<file path="src/sv/kwp_pkg.sv">
// ----------------------------------------------------------------------------
// kwp_pkg
// Types and constants of the KWP2000 request header framer.
// ----------------------------------------------------------------------------
`default_nettype none

package kwp_pkg;

    // Most frame bytes a single request can produce
    localparam int MAX_RESULTS = 6;
    localparam int IDX_W       = $clog2(MAX_RESULTS);

    // Header rule constants
    localparam logic [7:0] SID_START_COMM = 8'h81;
    localparam int         KEY_ADDR_BIT   = 3;
    localparam int         KEY_LEN_BIT    = 0;
    localparam logic [7:0] MAX_LEN_IN_FMT = 8'd62;
    localparam logic [5:0] FMT_LEN_MASK   = 6'h3F;

    // Register indexes on the configuration port
    localparam logic [7:0] CFG_IDX_FORMAT_BASE    = 8'd0;
    localparam logic [7:0] CFG_IDX_TARGET_ADDRESS = 8'd1;
    localparam logic [7:0] CFG_IDX_SOURCE_ADDRESS = 8'd2;
    localparam logic [7:0] CFG_IDX_KEY_BYTE_TWO   = 8'd3;

    // Register reset values
    localparam logic [7:0] RST_FORMAT_BASE    = 8'h80;
    localparam logic [7:0] RST_TARGET_ADDRESS = 8'h00;
    localparam logic [7:0] RST_SOURCE_ADDRESS = 8'hF1;
    localparam logic [7:0] RST_KEY_BYTE_TWO   = 8'h00;

    typedef struct packed {
        logic [7:0] sid;
        logic [7:0] payload_length;
        logic [7:0] data_byte;
    } in_item_t;

    typedef struct packed {
        logic [7:0] frame_byte;
        logic       frame_end;
    } out_item_t;

    typedef struct packed {
        logic [7:0] format_base;
        logic [7:0] target_address;
        logic [7:0] source_address;
        logic [7:0] key_byte_two;
    } cfg_t;

    // Frame bytes one request expands into
    typedef struct packed {
        logic [MAX_RESULTS-1:0][7:0] bytes;
        logic [IDX_W-1:0]            last_idx;
        logic                        last_end;
    } plan_t;

endpackage

`default_nettype wire

</file>
<file path="src/sv/kwp_cfg_regs.sv">
// ----------------------------------------------------------------------------
// kwp_cfg_regs
// Configuration register file: format base, addresses and key byte two.
// ----------------------------------------------------------------------------
`default_nettype none

module kwp_cfg_regs
    import kwp_pkg::*;
(
    input  wire logic       aclk,
    input  wire logic       aresetn,
    input  wire logic       cfg_valid,
    output logic            cfg_ready,
    input  wire logic [7:0] cfg_index,
    input  wire logic [7:0] cfg_data,
    output cfg_t            cfg
);

    cfg_t cfg_reg;
    cfg_t cfg_next;

    // Writes are always taken
    assign cfg_ready = 1'b1;

    // Decode the register index; drop writes to unknown indexes
    always_comb begin
        cfg_next = cfg_reg;
        if (cfg_valid) begin
            case (cfg_index)
                CFG_IDX_FORMAT_BASE:    cfg_next.format_base    = cfg_data;
                CFG_IDX_TARGET_ADDRESS: cfg_next.target_address = cfg_data;
                CFG_IDX_SOURCE_ADDRESS: cfg_next.source_address = cfg_data;
                CFG_IDX_KEY_BYTE_TWO:   cfg_next.key_byte_two   = cfg_data;
                default:                cfg_next = cfg_reg;
            endcase
        end
    end

    always_ff @(posedge aclk) begin
        if (!aresetn) begin
            cfg_reg.format_base    <= RST_FORMAT_BASE;
            cfg_reg.target_address <= RST_TARGET_ADDRESS;
            cfg_reg.source_address <= RST_SOURCE_ADDRESS;
            cfg_reg.key_byte_two   <= RST_KEY_BYTE_TWO;
        end else begin
            cfg_reg <= cfg_next;
        end
    end

    assign cfg = cfg_reg;

endmodule

`default_nettype wire

</file>
<file path="src/sv/kwp_hdr_plan.sv">
// ----------------------------------------------------------------------------
// kwp_hdr_plan
// Expands one request into its list of frame bytes and the next byte count.
// ----------------------------------------------------------------------------
`default_nettype none

module kwp_hdr_plan
    import kwp_pkg::*;
(
    input  wire in_item_t   in_item,
    input  wire cfg_t       cfg,
    input  wire logic [7:0] rem,
    output plan_t           plan,
    output logic [7:0]      rem_next
);

    logic             start_comm;
    logic             addr;
    logic             len_byte;
    logic [7:0]       len;
    logic [7:0]       fmt;
    logic [IDX_W-1:0] pos;

    // Header decisions for the first request of a message
    assign start_comm = (in_item.sid == SID_START_COMM);
    assign addr       = start_comm || cfg.key_byte_two[KEY_ADDR_BIT];
    assign len_byte   = !start_comm &&
                        (!cfg.key_byte_two[KEY_LEN_BIT] ||
                         (in_item.payload_length > MAX_LEN_IN_FMT));
    assign len        = in_item.payload_length + 8'd1;
    assign fmt        = len_byte ? cfg.format_base
                                 : (cfg.format_base | {2'b00, len[5:0] & FMT_LEN_MASK});

    // Lay out the bytes in frame order
    always_comb begin
        plan     = '0;
        pos      = '0;
        rem_next = 8'd0;
        if (rem != 8'd0) begin
            // Message open: pass the data byte through
            plan.bytes[0] = in_item.data_byte;
            plan.last_idx = '0;
            plan.last_end = (rem == 8'd1);
            rem_next      = rem - 8'd1;
        end else begin
            plan.bytes[0] = fmt;
            pos           = IDX_W'(1);
            if (addr) begin
                plan.bytes[1] = cfg.target_address;
                plan.bytes[2] = cfg.source_address;
                pos           = IDX_W'(3);
            end
            if (len_byte) begin
                plan.bytes[pos] = len;
                pos             = pos + IDX_W'(1);
            end
            plan.bytes[pos] = in_item.sid;
            if (in_item.payload_length == 8'd0) begin
                // Empty payload: service id closes the frame
                plan.last_idx = pos;
                plan.last_end = 1'b1;
                rem_next      = 8'd0;
            end else begin
                plan.bytes[pos + IDX_W'(1)] = in_item.data_byte;
                plan.last_idx = pos + IDX_W'(1);
                plan.last_end = (in_item.payload_length == 8'd1);
                rem_next      = in_item.payload_length - 8'd1;
            end
        end
    end

endmodule

`default_nettype wire

</file>
<file path="src/sv/kwp_byte_seq.sv">
// ----------------------------------------------------------------------------
// kwp_byte_seq
// Holds a request and steps through its frame bytes one a cycle unless stalled.
// ----------------------------------------------------------------------------
`default_nettype none

module kwp_byte_seq
    import kwp_pkg::*;
(
    input  wire logic       aclk,
    input  wire logic       aresetn,
    input  wire logic       s_valid,
    output logic            s_ready,
    input  wire plan_t      plan,
    input  wire logic [7:0] rem_next,
    output logic [7:0]      rem,
    input  wire logic       out_ready,
    output logic            push,
    output out_item_t       push_item
);

    plan_t            plan_reg;
    logic             plan_valid_reg;
    logic             plan_valid_next;
    logic [IDX_W-1:0] idx_reg;
    logic [IDX_W-1:0] idx_next;
    logic [7:0]       rem_reg;
    logic [7:0]       rem_reg_next;
    logic             last;
    logic             accept;

    // Push a byte whenever the output stage has room
    assign push    = plan_valid_reg && out_ready;
    assign last    = (idx_reg == plan_reg.last_idx);
    assign s_ready = !plan_valid_reg || (push && last);
    assign accept  = s_valid && s_ready;

    assign push_item.frame_byte = plan_reg.bytes[idx_reg];
    assign push_item.frame_end  = last && plan_reg.last_end;
    assign rem                  = rem_reg;

    // Load a new request or advance through the current one
    always_comb begin
        plan_valid_next = plan_valid_reg;
        idx_next        = idx_reg;
        rem_reg_next    = rem_reg;
        if (accept) begin
            plan_valid_next = 1'b1;
            idx_next        = '0;
            rem_reg_next    = rem_next;
        end else if (push) begin
            if (last) begin
                plan_valid_next = 1'b0;
            end else begin
                idx_next = idx_reg + IDX_W'(1);
            end
        end
    end

    always_ff @(posedge aclk) begin
        if (!aresetn) begin
            plan_valid_reg <= 1'b0;
            idx_reg        <= '0;
            rem_reg        <= 8'd0;
        end else begin
            plan_valid_reg <= plan_valid_next;
            idx_reg        <= idx_next;
            rem_reg        <= rem_reg_next;
        end
    end

    // Capture the byte list with the request
    always_ff @(posedge aclk) begin
        if (accept) begin
            plan_reg <= plan;
        end
    end

endmodule

`default_nettype wire

</file>
<file path="src/sv/kwp_out_stage.sv">
// ----------------------------------------------------------------------------
// kwp_out_stage
// Output register of the result channel; holds a byte while the sink stalls.
// ----------------------------------------------------------------------------
`default_nettype none

module kwp_out_stage
    import kwp_pkg::*;
(
    input  wire logic      aclk,
    input  wire logic      aresetn,
    input  wire logic      push,
    input  wire out_item_t push_item,
    output logic           in_ready,
    output logic           m_valid,
    input  wire logic      m_ready,
    output out_item_t      m_data
);

    logic      valid_reg;
    logic      valid_next;
    out_item_t data_reg;

    assign in_ready = !valid_reg || m_ready;

    // Hold while stalled, refill or drain otherwise
    always_comb begin
        valid_next = valid_reg;
        if (in_ready) begin
            valid_next = push;
        end
    end

    always_ff @(posedge aclk) begin
        if (!aresetn) begin
            valid_reg <= 1'b0;
        end else begin
            valid_reg <= valid_next;
        end
    end

    always_ff @(posedge aclk) begin
        if (in_ready && push) begin
            data_reg <= push_item;
        end
    end

    assign m_valid = valid_reg;
    assign m_data  = data_reg;

endmodule

`default_nettype wire

</file>
<file path="src/sv/kwp2000_header_framer.sv">
// ----------------------------------------------------------------------------
// kwp2000_header_framer
// KWP2000 request framer: turns requests into the header and data byte stream.
// ----------------------------------------------------------------------------
// Usage:
//   s_ channel: one request per transfer. The first request of a message
//   carries sid, payload_length and the first data_byte; later ones
//   carry one data_byte each. m_ channel: one frame byte per transfer,
//   frame_end marks the last byte of the frame.
//   cfg_ channel: register writes (format base, target, source, key byte two),
//   always ready; write only while no request is in flight.
//   A request's first byte passes the sequencer and output registers to m_.
//   Throughput, while m_ready stays high: data-only requests are taken back
//   to back, one per cycle; a first request yields 2 to 6 bytes, one a cycle
//   from the sequencer, and holds s_ready low until its last byte is pushed.
//   Reset: registers go to their defaults, no message is open, outputs empty.
//   Stall: when m_ready is low the output register holds its byte; the
//   sequencer then holds its request; s_ready drops after at most one more.
// ----------------------------------------------------------------------------
`default_nettype none

module kwp2000_header_framer
    import kwp_pkg::*;
(
    input  wire logic       aclk,
    input  wire logic       aresetn,
    input  wire logic       s_valid,
    output logic            s_ready,
    input  wire in_item_t   s_data,
    output logic            m_valid,
    input  wire logic       m_ready,
    output out_item_t       m_data,
    input  wire logic       cfg_valid,
    output logic            cfg_ready,
    input  wire logic [7:0] cfg_index,
    input  wire logic [7:0] cfg_data
);

    cfg_t       cfg;
    plan_t      plan;
    logic [7:0] rem;
    logic [7:0] rem_next;
    logic       out_ready;
    logic       push;
    out_item_t  push_item;

    kwp_cfg_regs u_cfg (
        .aclk      (aclk),
        .aresetn   (aresetn),
        .cfg_valid (cfg_valid),
        .cfg_ready (cfg_ready),
        .cfg_index (cfg_index),
        .cfg_data  (cfg_data),
        .cfg       (cfg)
    );

    kwp_hdr_plan u_plan (
        .in_item  (s_data),
        .cfg      (cfg),
        .rem      (rem),
        .plan     (plan),
        .rem_next (rem_next)
    );

    kwp_byte_seq u_seq (
        .aclk      (aclk),
        .aresetn   (aresetn),
        .s_valid   (s_valid),
        .s_ready   (s_ready),
        .plan      (plan),
        .rem_next  (rem_next),
        .rem       (rem),
        .out_ready (out_ready),
        .push      (push),
        .push_item (push_item)
    );

    kwp_out_stage u_out (
        .aclk      (aclk),
        .aresetn   (aresetn),
        .push      (push),
        .push_item (push_item),
        .in_ready  (out_ready),
        .m_valid   (m_valid),
        .m_ready   (m_ready),
        .m_data    (m_data)
    );

endmodule

`default_nettype wire

</file>
<file path="config.mk">
export PLATFORM = sky130hd
export DESIGN_NAME = kwp2000_header_framer
export DESIGN_NICKNAME = d
export VERILOG_FILES = /design/src/sv/kwp_pkg.sv /design/src/sv/kwp_cfg_regs.sv /design/src/sv/kwp_hdr_plan.sv /design/src/sv/kwp_byte_seq.sv /design/src/sv/kwp_out_stage.sv /design/src/sv/kwp2000_header_framer.sv
export SDC_FILE = /design/constraint.sdc
export NUM_CORES = 1
export LEC_CHECK = 0
export BUFFER_PORTS_ARGS = -buffer_cell sky130_fd_sc_hd__buf_2
export CORE_UTILIZATION = 45
export DETAILED_ROUTE_END_ITERATION = 6
export HOLD_SLACK_MARGIN = 0.05
export MAX_ROUTING_LAYER = met4
export PLACE_DENSITY = 0.66
export SLEW_MARGIN = 40
export SYNTH_ARGS = -nofsm -noshare
export SYNTH_HDL_FRONTEND = slang
export SYNTH_SLANG_ARGS = --single-unit
</file>
<file path="constraint.sdc">
create_clock -name aclk -period 4.9 [get_ports aclk]
set_input_delay 0.49 -clock aclk [delete_from_list [all_inputs] [get_ports aclk]]
set_output_delay 0.49 -clock aclk [all_outputs]
set_load 0.05 [all_outputs]
</file>
Word level (Yosys, flattened, before mapping)
Cells that the tools add are included.
{"block": "op_classes", "add_sub_neg": 6, "order_cmp": 8, "eq_ne": 7, "mux": 28, "bitwise": 3, "n_reduce_logical": 29}
{"cell": "bitwise mux 48 bit", "n": 3}
{"cell": "two-way mux 48 bit", "n": 3}
{"cell": "demux 8 bit (select 3 bit)", "n": 3}
{"cell": "two-way mux 8 bit", "n": 7}
{"cell": "two-way mux 16 bit", "n": 2}
{"cell": "binary-select mux 8 bit (select 3 bit)", "n": 1}
{"cell": "equality test 8 x 1 -> 1 bit (second input constant)", "n": 3}
{"cell": "equality test 8 x 2 -> 1 bit (second input constant)", "n": 2}
{"cell": "zero test 8 bit", "n": 2}
{"cell": "< comparator 3 x 4 -> 1 bit (second input constant)", "n": 4}
{"cell": "subtractor 8 x 1 -> 8 bit (second input constant)", "n": 2}
{"cell": "two-way mux 12 bit", "n": 1}
{"cell": "AND reduction 2 bit", "n": 6}
{"cell": "adder 3 x 1 -> 3 bit (second input constant)", "n": 3}
{"cell": "greater-or-equal comparator 3 x 1 -> 1 bit (second input constant)", "n": 3}
{"cell": "logical AND 1 bit", "n": 9}
{"cell": "two-way mux 3 bit", "n": 3}
{"cell": "adder 8 x 1 -> 8 bit (second input constant)", "n": 1}
{"cell": "equality test 8 bit (second input constant)", "n": 1}
{"cell": "greater-than comparator 8 x 6 -> 1 bit (second input constant)", "n": 1}
{"cell": "OR 8 x 6 -> 8 bit", "n": 1}
{"cell": "nonzero test 8 bit", "n": 1}
{"cell": "zero test 1 bit", "n": 4}
{"cell": "logical OR 1 bit", "n": 4}
{"cell": "7 further kinds", "n": 11}
{"block": "word_totals", "register_bits": 102, "output_inout_bits": 12}

Logic depth before layout (Yosys ltp)
{"block": "depth", "depth_word": 15, "mapped_depth": 10, "ltp_nobuf": 9}

Cells and area by module
From an unflattened synthesis, not the netlist that was laid out.
{"block": "unflattened", "hier_cells": 584, "hier_area_um2": 6053.3}
{"module": "kwp_byte_seq", "instances": 1, "cells_per_inst": 162, "area_each_um2": 2563.7, "seq_area_each_um2": 1801.7}
{"module": "kwp_hdr_plan", "instances": 1, "cells_per_inst": 283, "area_each_um2": 1870.5, "seq_area_each_um2": 0.0}
{"module": "kwp_cfg_regs", "instances": 1, "cells_per_inst": 125, "area_each_um2": 1291.2, "seq_area_each_um2": 640.6}
{"module": "kwp_out_stage", "instances": 1, "cells_per_inst": 14, "area_each_um2": 327.8, "seq_area_each_um2": 290.3}

Worst setup path before layout
No wires, ideal clock.
{"block": "synth_timing", "path_kind": "input -> register", "start": "input port s_data[8] (netlist bit)", "end": "register u_seq.plan_reg[28] (netlist bit) (data pin)", "arrival_time_ns": 2.352, "setup_slack_ns": 2.402, "stages": 9, "n_path_buf": 1, "path_cell_list": "inv_1 > ha_1 > o311ai_4 > nand2_4 > ha_1 > clkbuf_1 > nor4b_4 > a22oi_1 > a21oi_1"}
{"block": "synth_via", "elab_chain_cells": 12, "elab_cells_between_ends": 24}
{"item": "start, declared", "line": "kwp2000_header_framer.sv:29", "rtl": "input wire in_item_t s_data,"}
{"item": "greater-than comparator 8 x 6 -> 1 bit", "line": "kwp_hdr_plan.sv:29", "rtl": "(in_item.payload_length > MAX_LEN_IN_FMT));"}
{"item": "logical OR 1 bit", "line": "kwp_hdr_plan.sv:28", "rtl": "(!cfg.key_byte_two[KEY_LEN_BIT] ||"}
{"item": "logical AND 1 bit", "line": "kwp_hdr_plan.sv:27", "rtl": "assign len_byte = !start_comm &&"}
{"item": "two-way mux 3 bit", "line": "kwp_hdr_plan.sv:53", "rtl": "if (len_byte) begin"}
{"item": "two-way mux 3 bit", "line": "kwp_hdr_plan.sv:39", "rtl": "if (rem != 8'd0) begin"}
{"item": "adder 3 x 1 -> 3 bit, or another cell as far along", "line": "kwp_hdr_plan.sv:64", "rtl": "plan.bytes[pos + IDX_W'(1)] = in_item.data_byte;"}
{"item": "< comparator 3 x 4 -> 1 bit (implied by the code), or another cell as far along", "line": "kwp_hdr_plan.sv:64"}
{"item": "logical AND 1 bit (implied by the code) / two-way mux 8 bit (equally long branches)", "line": "kwp_hdr_plan.sv:64, kwp_hdr_plan.sv:57"}
{"item": "two-way mux 8 bit (implied by the code) / demux 8 bit (select 3 bit) (equally long branches)"}
{"item": "demux 8 bit (select 3 bit) / bitwise mux 48 bit (equally long branches)"}
{"item": "bitwise mux 48 bit", "line": "kwp_hdr_plan.sv:64"}
{"item": "two-way mux 48 bit *", "line": "kwp_hdr_plan.sv:58", "rtl": "if (in_item.payload_length == 8'd0) begin"}
{"item": "end signal, assigned", "line": "kwp_byte_seq.sv:75", "rtl": "plan_reg <= plan;"}
{"item": "end, declared", "line": "kwp_byte_seq.sv:22", "rtl": "plan_t plan_reg;"}
Mark *: on every way between the ends. The rest lies on a longest branch, timed or not. The select of a mux whose other input is x is not followed.
A chain may end at the register's enable or synchronous reset.

Worst setup path after layout
{"block": "layout_timing", "start": "input port s_data[8] (netlist bit)", "end": "register u_seq.plan_reg[31] (netlist bit) (data pin)"}
The elaborated chain is that of the path after synthesis.

==> flow_summary.ini <==
[logic_synthesis]
netlist.area_leader.share = 0.333
synth_edf_count = 61
netlist_area_sq_um = 5500
syn_nets = 590
syn_area_per_cell_sq_um = 10.3
synth_cell_types = 67
ys.flop_type = edfxtp_1
async_reset_ff_frac = 0
netlist_top_cells_area = edfxtp_1 33%, dfxtp_1 14%, mux2i_1 7.8%
yosysSeqAreaShare = 0.475
ys_warn_count = 0
yosysTopAreaCell = edfxtp_1
synth-seq-cells = 100
synth_cells = 531

[global_routing]
grt_antenna_before_repair = 0
grt_pass1_wl_mm = 22.2
grt_pass1_vias = 4023
grt.overflow.total = 0
grt_max_degree = 62
grt_usage = 0.235

[finish]
fin_cells = 713
largest_register_ffs = 52
n_antenna_cell = 0
layout_commonest_cell = edfxtp_1
fin_nets = 624
mostFrequentLayoutCells = 61 x edfxtp_1, 55 x buf_2, 54 x nor2_1
area_growth_pct = 10.9
fin_util = 0.523
drive_above_1_share = 0.177

[clock_network]
cts_hold_buffers = 0
cts_tree = done
clk_pin_slew_ps = 70
post_cts.repair.setup_buffers = 0
htreeDepth = 3
numCtsBuffers = 9
clock_latency_ps = 350
clk_path_buf_depth = 2
cts.sinks = 100
cts-root-buf = clkbuf_16
cts_resized = 0

[die]
die_w_um = 113
dieHeight_um = 113
die_area_sq_um = 12700
start_util = 0.471
ios = 57
rows = 39
core_area_sq_um = 11700

[drt]
drc_errors = 0
vias_per_cell = 5.92
dr.pass1.iters = 7
vias = 4223
drt_iter0_markers = 410
wirelength_mm = 13.7
wl_per_cell_um = 19.3
ant_nets = 0

[worst_hold_path]
whs_path_depth = 3
min_delay_worst_endpoint = u_seq.plan_valid_reg
hold_class = in2reg
hp-start = s_valid

[sta]
finalHoldViolations = 0
tightest_slew_ps = 822
setup_tns_ps = 0
fin_crit_sh = 0.601
timing.final.crit_period_ps = 2950
fmax_ghz = 0.339
rsz0062_at_grt = no
finalSetupViolCount = 0
slew_violations = 0
finalClockSkew_ps = 9.97
max_slew_margin = 0.452

[setup_path]
arrival_ps = 3150
critPathMaxStageDelay_ps = 620
reg2reg_slack_ps = 2420
r2r_start = u_cfg.cfg[3]
crit_fanout = 19
rr_endpoint = u_seq.plan_reg[31]
cp-start-kind = input port
cp_cell_sequence = buf_2, inv_1, ha_1, o311ai_4, nand2_4, ha_1, nor4b_4, a222oi_1, nor2_1
ff2ff_path_depth = 5
worstSetupPathType = in2reg
crit_path_top_delay_cell = nor4b_4
crit_required_ps = 5100
endpoint_kind = flip-flop
crit_top_cell = ha_1

[run]
cap_violations = 0

[place]
dp.cells = 697
portBuffers = 55
gp_congestion = 0.915
dp_hpwl_mm = 9.97

[pwr]
leakagePower_nw = 2.26
power_density_nw_per_um2 = 405
vdd_drop_max_uv = 172

[outcome]
status = finished clean
==> cells by family after synthesis <==
logic type                 after synthesis  synth area share
adders and majority gates               14            0.0319
muxes                                   51             0.111
and+or+nand+nor                        174             0.167
DFF                                    100             0.475
AOI/OAI and AO/OA                      118             0.139
xor gates and xnor gates                18            0.0287
other                                    1          0.000682
buffers and inverters                   55            0.0458
==> worst max-delay path, delay by kind of cell <==
kind | cells | cell delay [ps]
buffers and inverters | 2 | 290
adder cells (fa/ha/maj) | 2 | 810
AND/OR/NAND/NOR | 3 | 980
AO/OA/AOI/OAI | 2 | 580
==> cell type report <==
class / instances / area [sq um]
fillers: 1057 / 5570
multi-input cells: 376 / 2630
flip-flops and latches: 100 / 2610
repair buffers: 57 / 290
clock buffers: 10 / 229
well taps: 143 / 179
inverters: 21 / 81.3
clock inverters: 6 / 71.3
==> how the worst max path moves through the flow <==
stage          cells after the start  slack, ps                  to      start
2_1_floorplan                      9       2400  u_seq.plan_reg[28]  s_data[8]
3_3_place_gp                       9       1660  u_seq.plan_reg[34]  s_data[8]
3_5_place_dp                       9       1670  u_seq.plan_reg[29]  s_data[8]
4_1_cts                            9       2010  u_seq.plan_reg[31]  s_data[8]
5_1_grt                           10       1780  u_seq.plan_reg[29]  s_data[8]
6_report                           9       1950  u_seq.plan_reg[31]  s_data[8]
==> stage by stage <==
stage / hold WS (ps) / setup WS [ps] / power [mW] / cell area [sq um]
floorplan: 441 / 2400 / 1.60 / 5500
global placement: 459 / 1660 / 1.74 / 5790
detailed placement: 462 / 1670 / 1.75 / 5790
CTS: 376 / 2010 / 2.48 / 6090
global route: 386 / 1780 / 2.59 / 6090
finish: 383 / 1950 / 2.47 / 6090
==> where the power goes <==
group	switching [mW]	total [mW]	internal (mW)
sequential	0.0471	1.09	1.04
clock	0.327	0.730	0.402
combinational	0.423	0.651	0.229
total	0.797	2.47	1.67
==> Yosys cell counts (all sizes together), types with 2 or more instances <==
cell type and n:
clkbuf 17, and2 4, a211o 2, a22oi 3, a221oi 16, nand2b 2
nor3 14, a222oi 3, buf 17, xor2 8, xnor2 10, dfxtp 39
o21ai 25, nor2b 7, nand4b 2, nor2 57, ha 14, a21oi 43
or4 4, nor4 2, o22ai 9, a21boi 2, nand3 32, nand2 39
a211oi 2, a31oi 4, inv 20, nor4b 5, mux2i 43, mux4 8
edfxtp 61
==> layer usage <==
layer | wire length [um] | GRT usage | part of all wire
met1 | 6440 | 0.332 | 0.47
met2 | 6110 | 0.332 | 0.44
met3 | 969 | 0.0459 | 0.071
met4 | 211 | 0.0898 | 0.015
met5 | 0 | - | 0
Power figures use the tool's default switching activity.
